## src/sv/mp2d_pkg.sv

```systemverilog
`default_nettype none

package mp2d_pkg;

  // Default sizes
  localparam int unsigned MAX_COLS_DEF   = 1024;
  localparam int unsigned MAX_POOL_DEF   = 8;
  localparam int unsigned PIXEL_BITS_DEF = 16;

  // Fixed field widths
  localparam int unsigned POOL_W      = 4;   // pool size and stride registers
  localparam int unsigned FRAME_W     = 11;  // frame_cols / frame_rows registers
  localparam int unsigned ROW_W       = 10;  // input row counter
  localparam int unsigned ROW_LIMIT   = 1024;
  localparam int unsigned IDX_W       = 10;  // output row / column index
  localparam int unsigned CFG_IDX_W   = 3;
  localparam int unsigned CFG_DATA_W  = 11;
  localparam int unsigned QUEUE_DEPTH = 2;

  // Register map
  typedef enum logic [CFG_IDX_W-1:0] {
    CFG_POOL_WIDTH  = 3'd0,
    CFG_POOL_HEIGHT = 3'd1,
    CFG_STRIDE_X    = 3'd2,
    CFG_STRIDE_Y    = 3'd3,
    CFG_FRAME_COLS  = 3'd4,
    CFG_FRAME_ROWS  = 3'd5
  } cfg_reg_e;

  // Window engine states
  typedef enum logic [1:0] {
    B_IDLE,
    B_SCAN,
    B_DRAIN,
    B_EMIT
  } back_state_e;

  // Per-pixel job description handed from front to back
  typedef struct packed {
    logic              win;        // pixel closes a window
    logic              plane_end;  // last window of the plane
    logic [POOL_W-1:0] pw;
    logic [POOL_W-1:0] ph;
    logic [IDX_W-1:0]  orow;
    logic [IDX_W-1:0]  ocol;
  } job_ctrl_t;

endpackage

`default_nettype wire

```

## src/sv/mp2d_fifo.sv

```systemverilog
`default_nettype none

module mp2d_fifo #(
  parameter int unsigned WIDTH = 8,
  parameter int unsigned DEPTH = mp2d_pkg::QUEUE_DEPTH,
  localparam int unsigned PW = (DEPTH > 1) ? $clog2(DEPTH) : 1,
  localparam int unsigned NW = $clog2(DEPTH + 1)
) (
  input  wire logic             clk_i,
  input  wire logic             rst_ni,
  input  wire logic             push_i,
  input  wire logic [WIDTH-1:0] data_i,
  output logic                  full_o,
  input  wire logic             pop_i,
  output logic      [WIDTH-1:0] data_o,
  output logic                  empty_o
);

  logic [WIDTH-1:0] slots [DEPTH];
  logic [PW-1:0]    wptr_q, wptr_d, rptr_q, rptr_d;
  logic [NW-1:0]    cnt_q, cnt_d;
  logic             do_push, do_pop;

  assign full_o  = (cnt_q == NW'(DEPTH));
  assign empty_o = (cnt_q == '0);
  assign do_push = push_i && !full_o;
  assign do_pop  = pop_i && !empty_o;
  assign data_o  = slots[rptr_q];

  // Pointer and fill tracking
  always_comb begin
    wptr_d = wptr_q;
    rptr_d = rptr_q;
    cnt_d  = cnt_q;
    if (do_push) begin
      wptr_d = (wptr_q == PW'(DEPTH - 1)) ? '0 : wptr_q + 1'b1;
    end
    if (do_pop) begin
      rptr_d = (rptr_q == PW'(DEPTH - 1)) ? '0 : rptr_q + 1'b1;
    end
    if (do_push && !do_pop) begin
      cnt_d = cnt_q + 1'b1;
    end else if (do_pop && !do_push) begin
      cnt_d = cnt_q - 1'b1;
    end
  end

  always_ff @(posedge clk_i or negedge rst_ni) begin
    if (!rst_ni) begin
      wptr_q <= '0;
      rptr_q <= '0;
      cnt_q  <= '0;
    end else begin
      wptr_q <= wptr_d;
      rptr_q <= rptr_d;
      cnt_q  <= cnt_d;
    end
  end

  // Entry storage
  always_ff @(posedge clk_i) begin
    if (do_push) begin
      slots[wptr_q] <= data_i;
    end
  end

endmodule

`default_nettype wire

```

## config.mk

```make
export PLATFORM = sky130hd
export DESIGN_NAME = mp2d_fifo
export DESIGN_NICKNAME = d
export VERILOG_FILES = /design/src/sv/mp2d_pkg.sv /design/src/sv/mp2d_fifo.sv
export SDC_FILE = /design/constraint.sdc
export NUM_CORES = 1
export LEC_CHECK = 0
export BUFFER_PORTS_ARGS = -buffer_cell sky130_fd_sc_hd__buf_2
export CORE_AREA = 2 2 46 48
export CTS_CLUSTER_DIAMETER = 80
export CTS_CLUSTER_SIZE = 25
export DETAILED_ROUTE_END_ITERATION = 10
export DIE_AREA = 0 0 48 50
export GPL_ROUTABILITY_DRIVEN = 1
export PLACE_DENSITY = 0.74
export SLEW_MARGIN = 40
export SYNTH_ARGS = -nofsm -noshare
export SYNTH_HDL_FRONTEND = slang
export SYNTH_SLANG_ARGS = --single-unit
```

## constraint.sdc

```tcl
create_clock -name clk_i -period 2.5 [get_ports clk_i]
set_clock_uncertainty 0.05 [all_clocks]
set_input_delay 0.125 -clock clk_i [delete_from_list [all_inputs] [get_ports clk_i]]
set_output_delay 0.125 -clock clk_i [all_outputs]
set_load 0.01 [all_outputs]
```

==> impl_metrics.tcl, run 1 <==
set metrics [dict create \
    drv_cap 0 \
    clock_sinks 20 \
    critPathKind "flip-flop to flip-flop" \
    worst_pin_slew_ns 0.659 \
    finalMaxSlewViolations 0 \
    synthMuxAreaShare 0.115 \
    die_h_um 50 \
    gr-total-overflow 0 \
    met2_usage 0.171 \
    r2r-start "cnt_q[0]$_DFFE_PN0P_" \
    required_ns 2.39 \
    antenna_found_initial 0 \
    hp-start "push_i" \
    synth_top_family_by_area "multiplexers" \
    stdcell_area_mm2 0.00103 \
    dr.pass1.iters 3 \
    htree_levels 1 \
    syn_avg_cell_area_um2 17.8 \
    synth_xor_area_frac 0.0656 \
    cp-end-kind "flip-flop" \
    syn_area_um2 782 \
    power.static_leakage_nw 0.427 \
    drt_iter0_drc 7 \
    grt_pass1_wl_mm 1.80 \
    drive_gt1_frac 0.364 \
    finalSetupViolCount 0 \
    clkLatencyLatePin_ns 0.29 \
    grt_setup_unrepaired "false" \
    mostFrequentLayoutCells "buf_2 (21), edfxtp_1 (16), dlygate4sd3_1 (9)" \
    crit_start "cnt_q[0]$_DFFE_PN0P_" \
    start_util 0.411 \
    peakVddDrop_v 0.000530 \
    post_cts_resized 0 \
    ant_nets 0 \
    hpwl_um 833 \
    clock_path_buffers 2 \
    fin_crit_ns 1.63 \
    crit_arrival_ns 1.51 \
    max_slew_margin 0.559 \
    rr_worst_depth 3 \
    placedCellCount 91 \
    whs_path_depth 3 \
    rows 16 \
    r2r-end "slots[0][3]$_DFFE_PP_" \
    die_area_mm2 0.00240 \
    io_pins 22 \
    clk_pin_slew_ns 0.10 \
    synth_warnings 0 \
    stdcell_count 104 \
    drc 0 \
    synth_compound_area_frac 0.00640 \
    cts_setup_buffers 0 \
    cts_made_buffers 3 \
    finalHoldViolCount 0 \
    vias_per_cell 4.37 \
    final_common_cell "buf_2" \
    status "completed" \
    hold_end "wptr_q$_DFFE_PN0N_" \
    crit_fanout 8 \
    chipWidth_um 48 \
    final_nets 91 \
    tritoncts "built" \
    synthAdderAreaFrac 0.0160 \
    cp-start-kind "flip-flop" \
    drt-total-wl_mm 1.14 \
    top_usage_layer "met2" \
    vias 454 \
    max_freq_mhz 614 \
    place_congestion 0.649 \
    synth_cell_types 15 \
    antennaDiodeCount 0 \
    fin_setup_tns_ns 0 \
    core_area_mm2 0.00190 \
    postCtsHoldBufs 9 \
    syn-num-nets 57 \
    yosys.area_share.simple 0.0384 \
    power.density_mw_per_mm2 1000 \
    fillers 168 \
    cts_root_buffer "clkbuf_4" \
    place_area_um2 916 \
    synth_cells 44 \
    routedWlPerCell_um 11.0 \
    first_global_vias 465 \
    ff2ff_setup_slack_ns 0.87 \
    grt.met3_usage 0.0330 \
    grt_max_degree 12 \
    numPortBuffers 21 \
    ys_seq_area_frac 0.742 \
    hold_path.class "input port to flip-flop" \
    synth-seq-cells 20 \
    period_share 0.651 \
    grtUsageTotal 0.108 \
    syn_to_final_growth_pct 32.0 \
    met1_usage 0.133 \
]
worst max path at each step:
stage          depth (start not counted)                    end
2_1_floorplan                          3  slots[0][0]$_DFFE_PP_
3_3_place_gp                           3  slots[0][5]$_DFFE_PP_
3_5_place_dp                           3  slots[0][5]$_DFFE_PP_
4_1_cts                                3  slots[0][4]$_DFFE_PP_
5_1_grt                                3  slots[0][3]$_DFFE_PP_
6_report                               3  slots[0][3]$_DFFE_PP_
sequential cells by signal (all words and copies together) (netlist names):
register and count:
rptr_q 1, wptr_q 1, slots 16, cnt_q 2
area by class of cell:
type | instances | area, um2 | area share
Sequential cell | 20 | 581 | 0.562
Timing Repair Buffer | 30 | 195 | 0.189
Multi-Input combinational cell | 21 | 189 | 0.183
Tap cell | 27 | 33.8 | 0.0327
Clock buffer | 3 | 22.5 | 0.0218
Inverter | 2 | 7.51 | 0.00727
Clock inverter | 1 | 3.75 | 0.00364
synthesized netlist by cell type:
cell	instances	share of area
mux2_2	2	0.029
xnor2_1	2	0.022
and3_1	1	0.0080
nor2_1	3	0.014
buf_2	1	0.0064
xor2_1	2	0.022
nand2_2	1	0.0080
nand2b_1	1	0.0080
edfxtp_1	16	0.61
mux2_1	6	0.086
ha_1	1	0.016
xnor2_2	1	0.021
dfrtp_1	4	0.13
inv_1	2	0.0096
o21ai_1	1	0.0064
routing by layer:
| layer | vias up | routed length (um) |
|---|---|---|
| li1 | 223 | - |
| met4 | 0 | 0 |
| met1 | 216 | 524 |
| met2 | 15 | 565 |
| met3 | 0 | 54 |
| met5 | - | 0 |
where the power goes:
group	leakage (nW)	internal, mW	switching (mW)
registers	0.195	0.466	0.0704
logic	0.217	0.180	0.171
clock network	0.0154	0.0580	0.0899
total	0.427	0.704	0.331
cells by family (layout without fill, tap and decap cells):
| group | count (synthesis) | in the layout |
|---|---|---|
| XOR/XNOR | 5 | 5 |
| buffers and inverters | 3 | 36 |
| flip-flops | 20 | 20 |
| multiplexers | 8 | 8 |
| adder cells (fa/ha/maj) | 1 | 1 |
| AND/OR/NAND/NOR | 6 | 6 |
| AO/OA/AOI/OAI | 1 | 1 |
metrics by stage:
stage	total power, mW	utilization	hold slack (ns)	worst slack, ns
finish	1.04	0.543	0.0658	0.872
global route	1.11	0.543	0.0717	0.756
global placement	0.876	0.482	-0.114	0.907
floorplan	0.771	-	-0.221	1.06
detailed placement	0.891	0.482	-0.112	0.852
CTS	1.05	0.543	0.0574	0.842
critical path, cell delays in order, from the launching register on:
cell,delay (ns)
dfrtp_1,0.43
nand2b_1,0.18
nand2_2,0.09
nor2_1,0.51
Note: power is estimated with default switching activity, not from simulation.
==> inputs of run 2 (changes only) <==
Clock period 2.5 ns to 1.65 ns, I/O delays scaled along.
==> run 2 against run 1 <==
Sequential share of layout area shrank 0.41 points. Sequential cell count stayed put. Core utilization grew 0.39 points. Critical path type is now flip-flop to primary output. Largest power group unchanged.
==> impl_metrics.tcl, run 2 (same netlist as run 1, synthesis figures left out) <==
set metrics [dict create \
    core_area_mm2 0.00190 \
    mostFrequentLayoutCells "buf_2 (21), edfxtp_1 (16), dlygate4sd3_1 (9)" \
    chipWidth_um 48 \
    vias_per_cell 4.37 \
    clock_path_buffers 2 \
    final_nets 92 \
    tritoncts "built" \
    grt_setup_unrepaired "false" \
    rows 16 \
    cp-start-kind "flip-flop" \
    dr.pass1.iters 2 \
    grtUsageTotal 0.117 \
    drt-total-wl_mm 1.22 \
    io_pins 22 \
    cp-end-kind "primary output" \
    drt_iter0_drc 9 \
    cts_made_buffers 3 \
    syn_to_final_growth_pct 33.0 \
    routedWlPerCell_um 11.6 \
    largest_reg_flops 16 \
    final_common_cell "buf_2" \
    drv_cap 0 \
    finalHoldViolCount 0 \
    cts_root_buffer "clkbuf_4" \
    power.static_leakage_nw 0.432 \
    dp_slack_ns 0.136 \
    vias 459 \
    peakVddDrop_v 0.000777 \
    die_area_mm2 0.00240 \
    hold_path.class "input port to flip-flop" \
    drive_gt1_frac 0.372 \
    period_share 0.928 \
    antenna_found_initial 0 \
    numPortBuffers 21 \
    largestRegisters "slots x16, cnt_q x2" \
    critPathKind "flip-flop to primary output" \
    total_power_mw 1.57 \
    die_h_um 50 \
    status "completed" \
    htree_levels 1 \
    clock_sinks 20 \
    required_ns 1.52 \
    top_register "slots" \
    drc 0 \
    power.density_mw_per_mm2 1510 \
    worst_pin_slew_ns 0.409 \
    place_congestion 0.673 \
    start_util 0.411 \
    clk_pin_slew_ns 0.10 \
    grt_pass1_wl_mm 1.97 \
    fin_ws_ns 0.119 \
    post_cts_resized 0 \
    finalMaxSlewViolations 0 \
    ant_nets 0 \
    gr-total-overflow 0 \
    crit_arrival_ns 1.40 \
    grt_max_degree 12 \
    first_global_vias 462 \
    hpwl_um 872 \
    max_freq_mhz 653 \
    finalSetupViolCount 0 \
    clkLatencyLatePin_ns 0.28 \
    fin_setup_tns_ns 0 \
    crit_fanout 9 \
    fin_crit_ns 1.53 \
    antennaDiodeCount 0 \
    max_slew_margin 0.728 \
]
-- run 2: cell count changes in the layout (fill, tap and decap cells not counted) --
cell,change
buf_4,+1
clkbuf_1,+1
clkinv_1,-1
-- run 2: where the power goes --
part	internal, mW	switching (mW)	total, mW	leakage, nW
clock network	0.0937	0.128	0.221	0.0150
logic	0.283	0.251	0.535	0.222
registers	0.705	0.112	0.817	0.195
-- run 2: area by class of cell --
type                       count  area, um2
timing repair buffer          31        203
inverter                       2       7.51
sequential                    20        581
fill                         178        862
tap                           27       33.8
multi-input combinational     21        189
clock buffer                   4       26.3
-- run 2: final timing paths --
| path | end | cells after the start | slack (ns) | startpoint |
|---|---|---|---|---|
| setup / recovery | data_o[6] | 2 | 0.12 | rptr_q$_DFFE_PN0P_ |
| hold / removal | wptr_q$_DFFE_PN0N_ | 3 | 0.03 | push_i |
| setup reg to reg | cnt_q[1]$_DFFE_PN0P_ | 6 | 0.15 | cnt_q[0]$_DFFE_PN0P_ |
| hold reg to reg | wptr_q$_DFFE_PN0N_ | 1 | 0.48 | wptr_q$_DFFE_PN0N_ |
| max in group asynchronous | cnt_q[1]$_DFFE_PN0P_ | 2 | 1.35 | rst_ni |
| min in group asynchronous | wptr_q$_DFFE_PN0N_ | 2 | 0.07 | rst_ni |
-- run 2: through the flow --
step | util | hold WS [ns] | std cells | cell area, um2
final | 0.547 | 0.0293 | 105 | 1040
after CTS | 0.547 | 0.0231 | 105 | 1040
after floorplan | - | -0.263 | 44 | 782
after global routing | 0.547 | 0.0162 | 105 | 1040
after detailed placement | 0.486 | -0.149 | 92 | 923
after global placement | 0.486 | -0.156 | 92 | 923
-- run 2: per-layer routing --
metal / vias to the layer above / wire, um / GRT usage
met2: 15 / 626 / 0.191
li1: 226 / - / -
met1: 218 / 517 / 0.141
met3: 0 / 71 / 0.0366
met4: 0 / 0 / 0.0405
met5: - / 0 / 0
-- run 2: worst max-delay path: stages (launching register included) --
cell,delay (ns)
dfrtp_1,0.60
mux2_1,0.37
buf_2,0.14
-- run 2: repair_timing --
| action | 4_1_cts | 5_1_grt |
|---|---|---|
| setup buffers | 0 | 0 |
| hold buffers | 9 | 0 |
| hold endpoints to repair | 20 | 0 |
==> inputs of run 3 (changes only) <==
Settings changed: RECOVER_POWER from default to 50.
Clock period 1.65 ns to 1.9 ns, I/O delays scaled along.
==> run 3 against run 2 <==
Final area shrank 0.48%. Critical path depth increased by 2. Total power fell by 11%. Register-to-register slack better by 0.15 ns. Via count is 0.44% higher. Clock-buffer cell count did not move. Setup slack improved by 0.18 ns. Sequential cell count unchanged. Sequential share of layout area increased by 0.27 points. Global-route usage about the same. Routed wire length did not move.
==> impl_metrics.tcl, run 3 (same netlist as run 1, synthesis figures left out) <==
set metrics [dict create \
    vias 461 \
    crit_arrival_ns 1.50 \
    multi_input_area_um2 186 \
    clock_path_buffers 2 \
    finalMaxSlewViolations 0 \
    rr_worst_depth 4 \
    cp-end-kind "flip-flop" \
    syn_to_final_growth_pct 32.3 \
    r2r-end "slots[0][5]$_DFFE_PP_" \
    start_util 0.411 \
    largest_reg_flops 16 \
    grt_pass1_wl_mm 1.91 \
    routedWlPerCell_um 11.6 \
    period_share 0.841 \
    hold_path.class "input port to flip-flop" \
    post_cts_resized 0 \
    cts_made_buffers 3 \
    worst_pin_slew_ns 0.451 \
    post-route-util 0.544 \
    final_common_cell "edfxtp_1" \
    ant_nets 0 \
    largestRegisters "slots x16, cnt_q x2" \
    finalSetupViolCount 0 \
    max_freq_mhz 626 \
    fin_crit_ns 1.60 \
    met1_usage 0.122 \
    critPathKind "flip-flop to flip-flop" \
    tritoncts "built" \
    rows 16 \
    drive_gt1_frac 0.269 \
    crit_fanout 8 \
    peakVddDrop_v 0.000767 \
    fin_setup_tns_ns 0 \
    final_nets 92 \
    whs_path_depth 3 \
    gr-total-overflow 0 \
    vias_per_cell 4.39 \
    power.static_leakage_nw 0.413 \
    chipWidth_um 48 \
    grt.met3_usage 0.0403 \
    die_area_mm2 0.00240 \
    total_power_mw 1.39 \
    top_usage_layer "met2" \
    core_area_mm2 0.00190 \
    drt_iter0_drc 3 \
    met2_usage 0.193 \
    hold_end "wptr_q$_DFFE_PN0N_" \
    grtUsageTotal 0.117 \
    place_area_um2 923 \
    required_ns 1.80 \
    ff2ff_setup_slack_ns 0.30 \
    grt_max_degree 12 \
    hp-start "push_i" \
    antenna_found_initial 0 \
    drc 0 \
    dr.pass1.iters 4 \
    drt-total-wl_mm 1.22 \
    fillers 173 \
    mostFrequentLayoutCells "edfxtp_1 (16), buf_2 (14), dlygate4sd3_1 (9)" \
    r2r-start "cnt_q[0]$_DFFE_PN0P_" \
    power.density_mw_per_mm2 1350 \
    io_pins 22 \
    grt_setup_unrepaired "false" \
    antennaDiodeCount 0 \
    max_slew_margin 0.699 \
    htree_levels 1 \
    finalHoldViolCount 0 \
    cp-start-kind "flip-flop" \
    stdcell_area_mm2 0.00103 \
    seq_area_um2 581 \
    clock_sinks 20 \
    status "completed" \
    top_register "slots" \
    die_h_um 50 \
    numPortBuffers 21 \
    cts_root_buffer "clkbuf_4" \
    place_congestion 0.712 \
    drv_cap 0 \
    crit_start "cnt_q[0]$_DFFE_PN0P_" \
    clkLatencyLatePin_ns 0.29 \
    first_global_vias 478 \
    clk_pin_slew_ns 0.10 \
    hpwl_um 868 \
]
run 3: changes by cell type in the layout (fill, tap and decap cells not counted), sizes merged:
| cell | before | now |
|---|---|---|
| buf | 22 | 14 |
| clkbuf | 4 | 12 |
run 3: final cells by class:
| type | instances | area share |
|---|---|---|
| inverter | 2 | 0.00726 |
| clock buffer | 4 | 0.0351 |
| timing repair buffer | 31 | 0.184 |
| sequential | 20 | 0.561 |
| tap | 27 | 0.0326 |
| multi-input combinational | 21 | 0.180 |
run 3: worst max path at each step:
stage                                  to  cells after the start  slack [ns]
finish              slots[0][5]$_DFFE_PP_                      4        0.30
global route        slots[0][1]$_DFFE_PP_                      4        0.15
CTS                             data_o[7]                      2        0.32
detailed placement   cnt_q[1]$_DFFE_PN0P_                      6        0.35
global placement     cnt_q[1]$_DFFE_PN0P_                      7        0.46
floorplan           slots[0][0]$_DFFE_PP_                      3        0.46
run 3: routing by layer:
layer	up-vias	routed length (um)
li1	225	-
met1	217	496
met2	17	642
met3	2	66
met4	0	9
met5	-	0
run 3: repair_timing:
item | in CTS | in global routing
setup buffers | 0 | 0
hold endpoints to repair | 20 | 0
hold buffers | 9 | 0
run 3: power by group:
group / total, mW / internal, mW / switching, mW
combinational: 0.454 / 0.231 / 0.224
clock: 0.231 / 0.117 / 0.114
sequential: 0.710 / 0.613 / 0.0970
total: 1.39 / 0.960 / 0.435
run 3: worst max-delay path: stages, from the launching register on:
cell and delay, ns:
dfrtp_1 0.44, nand2b_1 0.17, nand2_1 0.12, nor2_1 0.11, clkbuf_1 0.37
run 3: metrics by stage:
| step | hold WS (ns) | setup WS [ns] | std cells |
|---|---|---|---|
| 6_report | 0.0827 | 0.302 | 105 |
| 5_1_grt | 0.0966 | 0.150 | 105 |
| 4_1_cts | 0.0278 | 0.319 | 105 |
| 3_5_place_dp | -0.143 | 0.348 | 92 |
| 3_3_place_gp | -0.141 | 0.457 | 92 |
| 2_1_floorplan | -0.251 | 0.458 | 44 |
