===== config.mk =====
export PLATFORM = sky130hd
export DESIGN_NAME = mp2d_front
export DESIGN_NICKNAME = d
export VERILOG_FILES = /design/src/sv/mp2d_pkg.sv /design/src/sv/mp2d_front.sv
export SDC_FILE = /design/constraint.sdc
export NUM_CORES = 1
export LEC_CHECK = 0
export BUFFER_PORTS_ARGS = -buffer_cell sky130_fd_sc_hd__buf_2
export CAP_MARGIN = 20
export CELL_PAD_IN_SITES_DETAIL_PLACEMENT = 1
export CELL_PAD_IN_SITES_GLOBAL_PLACEMENT = 1
export CORE_ASPECT_RATIO = 1.25
export CORE_MARGIN = 2
export CORE_UTILIZATION = 41
export DETAILED_ROUTE_END_ITERATION = 12
export GPL_TIMING_DRIVEN = 0
export PLACE_DENSITY_LB_ADDON = 0.05
export SYNTH_ARGS = -nofsm -noshare
export SYNTH_HDL_FRONTEND = slang
export SYNTH_SLANG_ARGS = --single-unit

===== constraint.sdc =====
create_clock -name clk_i -period 3.51 [get_ports clk_i]
set_clock_uncertainty 0.05 [all_clocks]
set_input_delay 0.1755 -clock clk_i [delete_from_list [all_inputs] [get_ports clk_i]]
set_output_delay 0.1755 -clock clk_i [all_outputs]
set_load 0.005 [all_outputs]

===== src/sv/mp2d_pkg.sv =====
`default_nettype none

package mp2d_pkg;

  // Default sizes
  localparam int unsigned MAX_COLS_DEF   = 1024;
  localparam int unsigned MAX_POOL_DEF   = 8;
  localparam int unsigned PIXEL_BITS_DEF = 16;

  // Fixed field widths
  localparam int unsigned POOL_W      = 4;   // pool size and stride registers
  localparam int unsigned FRAME_W     = 11;  // frame_cols / frame_rows registers
  localparam int unsigned ROW_W       = 10;  // input row counter
  localparam int unsigned ROW_LIMIT   = 1024;
  localparam int unsigned IDX_W       = 10;  // output row / column index
  localparam int unsigned CFG_IDX_W   = 3;
  localparam int unsigned CFG_DATA_W  = 11;
  localparam int unsigned QUEUE_DEPTH = 2;

  // Register map
  typedef enum logic [CFG_IDX_W-1:0] {
    CFG_POOL_WIDTH  = 3'd0,
    CFG_POOL_HEIGHT = 3'd1,
    CFG_STRIDE_X    = 3'd2,
    CFG_STRIDE_Y    = 3'd3,
    CFG_FRAME_COLS  = 3'd4,
    CFG_FRAME_ROWS  = 3'd5
  } cfg_reg_e;

  // Window engine states
  typedef enum logic [1:0] {
    B_IDLE,
    B_SCAN,
    B_DRAIN,
    B_EMIT
  } back_state_e;

  // Per-pixel job description handed from front to back
  typedef struct packed {
    logic              win;        // pixel closes a window
    logic              plane_end;  // last window of the plane
    logic [POOL_W-1:0] pw;
    logic [POOL_W-1:0] ph;
    logic [IDX_W-1:0]  orow;
    logic [IDX_W-1:0]  ocol;
  } job_ctrl_t;

endpackage

`default_nettype wire


===== src/sv/mp2d_front.sv =====
`default_nettype none

module mp2d_front #(
  parameter int unsigned MAX_COLS = mp2d_pkg::MAX_COLS_DEF,
  parameter int unsigned MAX_POOL = mp2d_pkg::MAX_POOL_DEF,
  localparam int unsigned CW = (MAX_COLS > 1) ? $clog2(MAX_COLS) : 1,
  localparam int unsigned SW = (MAX_POOL > 1) ? $clog2(MAX_POOL) : 1,
  localparam int unsigned AW = (MAX_POOL * MAX_COLS > 1) ? $clog2(MAX_POOL * MAX_COLS) : 1
) (
  input  wire logic                              clk_i,
  input  wire logic                              rst_ni,
  input  wire logic                              cfg_we_i,
  input  wire logic [mp2d_pkg::CFG_IDX_W-1:0]    cfg_idx_i,
  input  wire logic [mp2d_pkg::CFG_DATA_W-1:0]   cfg_wdata_i,
  input  wire logic                              push_i,
  input  wire logic                              full_i,
  output logic                                   enq_o,
  output mp2d_pkg::job_ctrl_t                    ctrl_o,
  output logic [AW-1:0]                          waddr_o,
  output logic [CW-1:0]                          col0_o,
  output logic [SW-1:0]                          slot0_o
);

  localparam int unsigned PW_ = mp2d_pkg::POOL_W;
  localparam int unsigned XW  = ((CW > PW_) ? CW : PW_) + 2;  // column arithmetic
  localparam int unsigned RXW = mp2d_pkg::ROW_W + 2;          // row arithmetic
  localparam int unsigned SLW = ((SW > PW_) ? SW : PW_) + 1;  // slot arithmetic

  // Configuration registers
  logic [PW_-1:0]                 pool_w_q, pool_h_q, stride_x_q, stride_y_q;
  logic [mp2d_pkg::FRAME_W-1:0]   frame_cols_q, frame_rows_q;
  logic                           cfg_hit;

  // Position counters
  logic [CW-1:0]                  col_q, col_d;
  logic [mp2d_pkg::ROW_W-1:0]     row_q, row_d;
  logic [SW-1:0]                  slot_q, slot_d;
  logic [PW_-1:0]                 cph_q, cph_d, rph_q, rph_d;
  logic [mp2d_pkg::IDX_W-1:0]     ocol_q, ocol_d, orow_q, orow_d;

  // Effective sizes
  logic [PW_-1:0] pw, ph, sx, sy;
  logic [XW-1:0]  cols, c1;
  logic [RXW-1:0] rows, r1;
  logic           col_ok, row_ok, row_end, plane_wrap;
  logic [SLW-1:0] s_ext, p_ext;

  function automatic logic [PW_-1:0] clamp_pool(input logic [PW_-1:0] v);
    logic [PW_-1:0] r;
    r = v;
    if (v == '0) begin
      r = PW_'(1);
    end else if ({1'b0, v} > (PW_ + 1)'(MAX_POOL)) begin
      r = PW_'(MAX_POOL);
    end
    return r;
  endfunction

  // Decode of a configuration write
  always_comb begin
    case (cfg_idx_i)
      mp2d_pkg::CFG_POOL_WIDTH,
      mp2d_pkg::CFG_POOL_HEIGHT,
      mp2d_pkg::CFG_STRIDE_X,
      mp2d_pkg::CFG_STRIDE_Y,
      mp2d_pkg::CFG_FRAME_COLS,
      mp2d_pkg::CFG_FRAME_ROWS: cfg_hit = cfg_we_i;
      default:                  cfg_hit = 1'b0;
    endcase
  end

  always_ff @(posedge clk_i or negedge rst_ni) begin
    if (!rst_ni) begin
      pool_w_q     <= PW_'(2);
      pool_h_q     <= PW_'(2);
      stride_x_q   <= PW_'(2);
      stride_y_q   <= PW_'(2);
      frame_cols_q <= mp2d_pkg::FRAME_W'(1024);
      frame_rows_q <= mp2d_pkg::FRAME_W'(1024);
    end else if (cfg_we_i) begin
      case (cfg_idx_i)
        mp2d_pkg::CFG_POOL_WIDTH:  pool_w_q     <= cfg_wdata_i[PW_-1:0];
        mp2d_pkg::CFG_POOL_HEIGHT: pool_h_q     <= cfg_wdata_i[PW_-1:0];
        mp2d_pkg::CFG_STRIDE_X:    stride_x_q   <= cfg_wdata_i[PW_-1:0];
        mp2d_pkg::CFG_STRIDE_Y:    stride_y_q   <= cfg_wdata_i[PW_-1:0];
        mp2d_pkg::CFG_FRAME_COLS:  frame_cols_q <= cfg_wdata_i;
        mp2d_pkg::CFG_FRAME_ROWS:  frame_rows_q <= cfg_wdata_i;
        default: ;
      endcase
    end
  end

  // Zero means one, oversize saturates
  always_comb begin
    pw = clamp_pool(pool_w_q);
    ph = clamp_pool(pool_h_q);
    sx = (stride_x_q == '0) ? PW_'(1) : stride_x_q;
    sy = (stride_y_q == '0) ? PW_'(1) : stride_y_q;
    if (frame_cols_q == '0) begin
      cols = XW'(1);
    end else if ({2'b00, frame_cols_q} > (mp2d_pkg::FRAME_W + 2)'(MAX_COLS)) begin
      cols = XW'(MAX_COLS);
    end else begin
      cols = XW'(frame_cols_q);
    end
    if (frame_rows_q == '0) begin
      rows = RXW'(1);
    end else if (frame_rows_q > mp2d_pkg::FRAME_W'(mp2d_pkg::ROW_LIMIT)) begin
      rows = RXW'(mp2d_pkg::ROW_LIMIT);
    end else begin
      rows = RXW'(frame_rows_q);
    end
  end

  // Classify the incoming pixel
  assign c1         = XW'(col_q) + 1'b1;
  assign r1         = RXW'(row_q) + 1'b1;
  assign col_ok     = (c1 >= XW'(pw));
  assign row_ok     = (r1 >= RXW'(ph));
  assign row_end    = (c1 >= cols);
  assign plane_wrap = row_end && (r1 >= rows);
  assign enq_o      = push_i && !full_i;

  assign s_ext = SLW'(slot_q);
  assign p_ext = SLW'(ph) - 1'b1;

  always_comb begin
    ctrl_o.win       = col_ok && row_ok && (cph_q == '0) && (rph_q == '0);
    ctrl_o.plane_end = ((r1 + RXW'(sy)) > rows) && ((c1 + XW'(sx)) > cols);
    ctrl_o.pw        = pw;
    ctrl_o.ph        = ph;
    ctrl_o.orow      = orow_q;
    ctrl_o.ocol      = ocol_q;
    col0_o           = CW'(c1 - XW'(pw));
    // slot of the window's top row, modulo the line count
    slot0_o          = (s_ext >= p_ext) ? SW'(s_ext - p_ext)
                                        : SW'(s_ext + SLW'(MAX_POOL) - p_ext);
    waddr_o          = AW'(slot_q) * AW'(MAX_COLS) + AW'(col_q);
  end

  // Counter advance per accepted pixel
  always_comb begin
    col_d  = col_q + 1'b1;
    row_d  = row_q;
    slot_d = slot_q;
    cph_d  = cph_q;
    ocol_d = ocol_q;
    rph_d  = rph_q;
    orow_d = orow_q;
    if (col_ok) begin
      if (cph_q + 1'b1 == sx) begin
        cph_d  = '0;
        ocol_d = ocol_q + 1'b1;
      end else begin
        cph_d  = cph_q + 1'b1;
      end
    end
    if (row_end) begin
      col_d  = '0;
      cph_d  = '0;
      ocol_d = '0;
      row_d  = row_q + 1'b1;
      slot_d = (slot_q == SW'(MAX_POOL - 1)) ? '0 : slot_q + 1'b1;
      if (row_ok) begin
        if (rph_q + 1'b1 == sy) begin
          rph_d  = '0;
          orow_d = orow_q + 1'b1;
        end else begin
          rph_d  = rph_q + 1'b1;
        end
      end
      if (plane_wrap) begin
        row_d  = '0;
        slot_d = '0;
        rph_d  = '0;
        orow_d = '0;
      end
    end
  end

  always_ff @(posedge clk_i or negedge rst_ni) begin
    if (!rst_ni) begin
      col_q  <= '0;
      row_q  <= '0;
      slot_q <= '0;
      cph_q  <= '0;
      ocol_q <= '0;
      rph_q  <= '0;
      orow_q <= '0;
    end else if (cfg_hit) begin
      // any register write restarts the plane
      col_q  <= '0;
      row_q  <= '0;
      slot_q <= '0;
      cph_q  <= '0;
      ocol_q <= '0;
      rph_q  <= '0;
      orow_q <= '0;
    end else if (enq_o) begin
      col_q  <= col_d;
      row_q  <= row_d;
      slot_q <= slot_d;
      cph_q  <= cph_d;
      ocol_q <= ocol_d;
      rph_q  <= rph_d;
      orow_q <= orow_d;
    end
  end

endmodule

`default_nettype wire


==> flow_metrics.py, run 1 <==
metrics = {
    "timing": {
        "finalHoldViolCount": 0,
        "fin_worst_hold_slack_ps": 16.1,
        "setup_slack_ps": -247,
        "setup_viol": 1,
        "fin_crit_ps": 3760,
        "relSlewSlack": 0.318,
        "min_period_over_period": 1.07,
        "fmax_ghz": 0.266,
        "maxSlewViolCount": 0,
        "worst_pin_slew_ps": 1010,
        "rsz0062_at_grt": "yes",
    },
    "synth": {
        "synth-seq-cells": 89,
        "synth_edf_count": 0,
        "syn_area_mm2": 0.00667,
        "synth_simple_gate_area_share": 0.187,
        "netlist.area_leader.share": 0.312,
        "synth.area.mux_share": 0.0623,
        "synthXorXnorAreaFrac": 0.0788,
        "ys_seq_area_frac": 0.335,
        "synth_warnings": 0,
        "syn_area_per_cell_um2": 9.17,
        "syn-num-nets": 822,
        "postSynthCellCount": 727,
        "synth-compound-area-share": 0.149,
        "synth_top_family_by_area": "simple AND/OR/NAND/NOR gates",
        "ys_top_cells_by_area": "dfrtp_1, ha_1, mux2_2",
        "synth_area_leader_cell": "dfrtp_1",
        "synth_async_sr_flop_share": 1.00,
        "synthDistinctLibCells": 63,
        "ys.flop_type": "dfrtp_1",
        "synthAdderAreaFrac": 0.147,
    },
    "setup_path": {
        "crit_type": "flop to output pin",
        "cp_common_cell": "nor3_2",
        "required_ps": 3280,
        "crit_chain": "nor3_2, or2_4, ha_4, fa_2, a21o_1, a21oi_4, nor3_2, xnor2_1, ha_1, buf_4, nand2_1, nor2_2, nand4_1, o211ai_1, a221oi_2, buf_2",
        "startpoint_type": "flop",
        "r2r_cells": 17,
        "critical_path.max_fanout": 3,
        "cp-end-kind": "output pin",
        "path_depth": 16,
        "crit_arrival_ps": 3530,
        "path_buf_inv": 2,
        "slowest_stage": "dfstp_2",
        "cpLargestDelayFamily": "adder cells",
        "slowest_delay_ps": 540,
    },
    "run_status": {
        "outcome": "complete, but fails checks",
        "violations": "setup timing",
    },
    "global_route": {
        "grt_pass1_wl_um": 33600,
        "antenna_found_initial": 0,
        "grt_pass1_vias": 6470,
        "grt_max_degree": 63,
        "grt_use_total": 0.243,
        "grt-ovfl-total": 0,
    },
    "power_and_ir_drop": {
        "power_uw": 4980,
        "leakage_uw": 0.00408,
        "p_per_area_mw_per_mm2": 562,
        "ir_drop_mv": 0.254,
    },
    "place": {
        "place_inst": 1019,
        "portBuffers": 75,
        "gp_congestion": 0.833,
        "preCtsSetupSlack_ps": -998,
        "hpwl_um": 14600,
    },
    "job": {
        "drv_cap": 0,
    },
    "floorplan": {
        "fp.dieH_um": 147,
        "core_mm2": 0.0161,
        "rows": 52,
        "die_area_mm2": 0.0173,
        "start_util": 0.415,
        "ioPinCount": 76,
        "die_width_um": 118,
    },
    "final_layout": {
        "most-common-layout-cells": "nand2_1, buf_2, dfrtp_1",
        "drive_gt1_frac": 0.365,
        "post_layout_nonfiller_instances": 1099,
        "finalNetCount": 973,
        "antennaDiodeCount": 0,
        "syn2layout_area_growth_pct": 33.1,
        "final_common_cell": "nand2_1",
    },
    "clock_network": {
        "cts_buffer_depth": 2,
        "clk_pin_slew_ps": 70,
        "cts_max_level": 3,
        "cts.sinks": 89,
        "clk_latency_ps": 350,
        "root_buffer": "clkbuf_16",
        "cts_buffers": 9,
        "cts_tree": "yes",
    },
    "routing": {
        "drcViolationCount": 0,
        "dr.pass1.iters": 4,
        "viasPerCell": 5.47,
        "ant_nets": 0,
        "wirelength_um": 20600,
        "dr_total_vias": 6017,
        "drt_iter0_drc": 275,
        "wire_per_inst_um": 18.8,
    },
    "min_path": {
        "hold_depth": 3,
        "hold_class": "primary input to flop",
    },
}
[worst register-to-register path, cell delays in order, from the launching register on]
cell	delay, ps
dfrtp_2	430
ha_4	220
buf_6	130
nand2_4	50
nor2_4	170
xnor2_4	170
inv_2	100
ha_4	250
and3_4	150
a221o_1	300
a31o_4	220
a31o_4	250
buf_8	140
a31oi_4	270
buf_6	170
nor3_2	50
xnor2_1	140
nor2_1	60
[synth_stat cells (4+ instances only)]
library cell and n:
and4_1 5, xor2_1 19, xnor2_1 41, buf_2 4
o21ai_0 57, and3_1 13, nor2b_1 12, a31oi_1 4
dfrtp_1 83, a22o_1 6, or3_1 13, clkbuf_1 20
nand3_1 23, nor4_1 5, a21o_1 12, o21a_1 8
mux2_2 36, dfstp_2 6, ha_1 72, nand2_1 84
a21oi_1 33, nand2b_1 6, nor2_1 34, inv_1 43
o31ai_1 6, fa_1 4, nor3_1 18, nand4_1 9
[metal layers]
| layer | routed length (µm) | global-route usage | vias up | part of all wire |
|---|---|---|---|---|
| met5 | 0 | 0 | - | 0 |
| met4 | 346 | 0.0765 | 0 | 0.017 |
| met3 | 448 | 0.0281 | 28 | 0.022 |
| met2 | 11000 | 0.444 | 89 | 0.53 |
| met1 | 8880 | 0.297 | 3017 | 0.43 |
| li1 | - | - | 2883 | - |
[layout make-up]
class | count | area, µm²
multi-input combinational | 569 | 4830
sequential | 89 | 2250
timing repair buffer | 145 | 973
buffer | 20 | 103
tap | 216 | 270
clock buffer | 12 | 246
clock inverter | 4 | 30.0
fill | 1851 | 7200
inverter | 44 | 165
[timing repair]
item,4_1_cts,5_1_grt
setup endpoints to repair,50,50
pin swaps,36,62
resized for setup,79,81
hold endpoints to repair,25,0
hold buffers,1,0
setup buffers,41,26
cloned,1,1
[logic make-up after synthesis]
logic type	Yosys count
XOR/XNOR	60
AO/OA/AOI/OAI	153
AND/OR/NAND/NOR	243
multiplexers	37
buffers and inverters	69
flip-flops	89
adder cells (fa/ha/maj)	76
[sequential cells by signal (all words and copies together), names as in the netlist]
register      cells
rph_q             4
stride_x_q        4
row_q            10
col_q            10
stride_y_q        4
pool_w_q          4
frame_cols_q     11
pool_h_q          4
ocol_q           10
orow_q           10
cph_q             4
frame_rows_q     11
slot_q            3
[power breakdown]
part	switching (µW)	internal, µW
sequential	237	1230
combinational	1320	1260
clock	434	501
total	1990	2990
[final timing paths]
kind                                                    from                            to  slack [ps]
worst max-delay path               stride_x_q[1]$_DFFE_PN1P_                    ctrl_o[28]        -250
max in group asynchronous                             rst_ni       pool_w_q[1]$_DFFE_PN1P_        2450
worst min-delay path                         cfg_wdata_i[10]  frame_cols_q[10]$_DFFE_PN1P_          20
worst min register to register  frame_cols_q[10]$_DFFE_PN1P_  frame_cols_q[10]$_DFFE_PN1P_         470
min in group asynchronous                             rst_ni          row_q[6]$_DFFE_PN0P_         270
worst max register to register          col_q[1]$_DFFE_PN0P_         ocol_q[8]$_DFFE_PN0P_          80
[through the flow]
step           setup TNS, ps  instance area [µm²]   util
2_1_floorplan              0                 6700      -
3_3_place_gp          -21870                 7350  0.457
3_5_place_dp          -23490                 7380  0.459
4_1_cts                 -288                 8340  0.519
5_1_grt                 -801                 8870  0.552
6_report                -247                 8870  0.552
(Power assumes the default switching activity.)
==> run 2, diff against run 1 <==
- PLACE_DENSITY_LB_ADDON: 0.05 -> 0.1
==> run 2 against run 1 <==
The run still ends with setup timing left. Fmax grew 0.14%. Wire length rose by 1.1%. Register-to-register slack lost 140 ps. First-iteration DRC count is 29% lower. Core utilization increased by 0.10 points. Die area did not move. Combinational power is essentially flat. Flip-flop and latch count stayed put. Worst hold slack improved by 6.9 ps. Sequential share of layout area down 0.060 points. Power up 0.55%. Critical path type unchanged.
==> flow_metrics.py, run 2 (same netlist as run 1, synthesis figures left out) <==
metrics = {
    "global_route": {
        "grt_max_degree": 64,
        "grt_use_total": 0.238,
        "grt.busiest_layer": "met2",
        "grt_use_met3": 0.0285,
        "grt_pass1_wl_um": 33500,
        "met1_usage": 0.290,
        "antenna_found_initial": 0,
        "grt_use_met2": 0.444,
        "grt-ovfl-total": 0,
        "grt_pass1_vias": 6432,
    },
    "clock_network": {
        "cts_tree": "yes",
        "clk_pin_slew_ps": 60,
        "clk_latency_ps": 350,
        "cts.sinks": 89,
        "root_buffer": "clkbuf_16",
        "cts_buffer_depth": 2,
        "cts_buffers": 9,
        "cts_max_level": 3,
    },
    "floorplan": {
        "ioPinCount": 76,
        "start_util": 0.415,
        "rows": 52,
        "fp.dieH_um": 147,
        "core_mm2": 0.0161,
        "die_width_um": 118,
        "die_area_mm2": 0.0173,
    },
    "power_and_ir_drop": {
        "leakage_uw": 0.00409,
        "p_per_area_mw_per_mm2": 564,
        "ir_drop_mv": 0.278,
    },
    "timing": {
        "rsz0062_at_grt": "yes",
        "finalSetupTns_ps": -308,
        "maxSlewViolCount": 0,
        "fin_worst_hold_slack_ps": 23.0,
        "finalHoldViolCount": 0,
        "fmax_ghz": 0.267,
        "worst_pin_slew_ps": 992,
        "setup_viol": 5,
        "fin_crit_ps": 3750,
        "min_period_over_period": 1.07,
        "setup_slack_ps": -241,
        "relSlewSlack": 0.330,
    },
    "final_layout": {
        "antennaDiodeCount": 0,
        "fin_area_mm2": 0.00889,
        "final_common_cell": "nand2_1",
        "syn2layout_area_growth_pct": 33.3,
        "post_layout_nonfiller_instances": 1097,
        "final_core_util": 0.553,
        "drive_gt1_frac": 0.361,
        "finalNetCount": 971,
        "reg_top3": "frame_cols_q x11, frame_rows_q x11",
        "most-common-layout-cells": "nand2_1, buf_2, dfrtp_1",
    },
    "setup_path": {
        "crit_type": "flop to output pin",
        "crit_chain": "nor3_1, or2_4, ha_4, fa_2, a21o_1, a21oi_2, buf_4, nor2_2, a41o_1, ha_4, nand4_1, nor2_2, a21oi_2, a221oi_2, buf_2",
        "startpoint_type": "flop",
        "critical_path.max_fanout": 2,
        "slowest_stage": "dfstp_2",
        "slowest_delay_ps": 530,
        "cp-end-kind": "output pin",
        "crit_arrival_ps": 3530,
        "required_ps": 3280,
    },
    "routing": {
        "drt_iter0_drc": 196,
        "wire_per_inst_um": 19.0,
        "dr.pass1.iters": 4,
        "wirelength_um": 20900,
        "viasPerCell": 5.53,
        "ant_nets": 0,
        "dr_total_vias": 6071,
        "drcViolationCount": 0,
    },
    "job": {
        "drv_cap": 0,
    },
    "place": {
        "portBuffers": 75,
        "gp_congestion": 0.789,
        "hpwl_um": 14500,
        "place_inst": 1019,
        "place_area_mm2": 0.00738,
    },
    "min_path": {
        "hold_class": "primary input to flop",
    },
    "run_status": {
        "outcome": "complete, but fails checks",
        "violations": "setup timing",
    },
}
run 2: critical path, delay by kind of cell (launching register included):
kind / cells / cell delay (ps)
buffers and inverters: 2 / 310
AND/OR/NAND/NOR: 5 / 610
adder cells (fa/ha/maj): 3 / 780
AO/OA/AOI/OAI: 5 / 970
flip-flops: 1 / 530
run 2: layout make-up:
| type | instances | area (µm²) |
|---|---|---|
| flip-flops and latches | 89 | 2250 |
| well taps | 216 | 270 |
| inverters | 44 | 165 |
| clock inverters | 4 | 53.8 |
| plain buffers | 21 | 115 |
| repair buffers | 142 | 962 |
| clock buffers | 12 | 236 |
| multi-input cells | 569 | 4840 |
| fillers | 1871 | 7180 |
run 2: report_power, final:
group          switching [µW]  internal (µW)  leakage (µW)
Combinational            1310           1240       0.00283
Sequential                239           1230       0.00112
Clock                     427            555      0.000133
run 2: worst paths after layout:
kind / start / end / slack (ps) / depth (start not counted)
worst min register to register: frame_cols_q[10]$_DFFE_PN1P_ / frame_cols_q[10]$_DFFE_PN1P_ / 470 / 2
worst max-delay path: stride_x_q[1]$_DFFE_PN1P_ / ctrl_o[28] / -240 / 15
min in group asynchronous: rst_ni / row_q[6]$_DFFE_PN0P_ / 250 / 2
worst max register to register: col_q[0]$_DFFE_PN0P_ / orow_q[8]$_DFFE_PN0P_ / -60 / 18
max in group asynchronous: rst_ni / pool_w_q[1]$_DFFE_PN1P_ / 2440 / 3
worst min-delay path: cfg_wdata_i[10] / frame_cols_q[10]$_DFFE_PN1P_ / 20 / 3
run 2: repair_timing:
action / 4_1_cts / 5_1_grt
resized for setup: 92 / 65
hold buffers: 1 / 0
pin swaps: 30 / 59
cloned: 1 / 0
endpoints found under the setup margin: 50 / 44
setup buffers: 37 / 27
endpoints found under the hold margin: 24 / 0
run 2: stage by stage:
stage | setup slack [ps] | power, µW
floorplan | 2.69 | 2910
global placement | -964 | 3500
detailed placement | -1040 | 3640
CTS | -267 | 4890
global route | -381 | 5390
finish | -241 | 5010
run 2: layer usage:
metal	wire length, µm	vias up
li1	-	2885
met3	422	12
met5	0	-
met2	11500	82
met1	8780	3092
met4	165	0
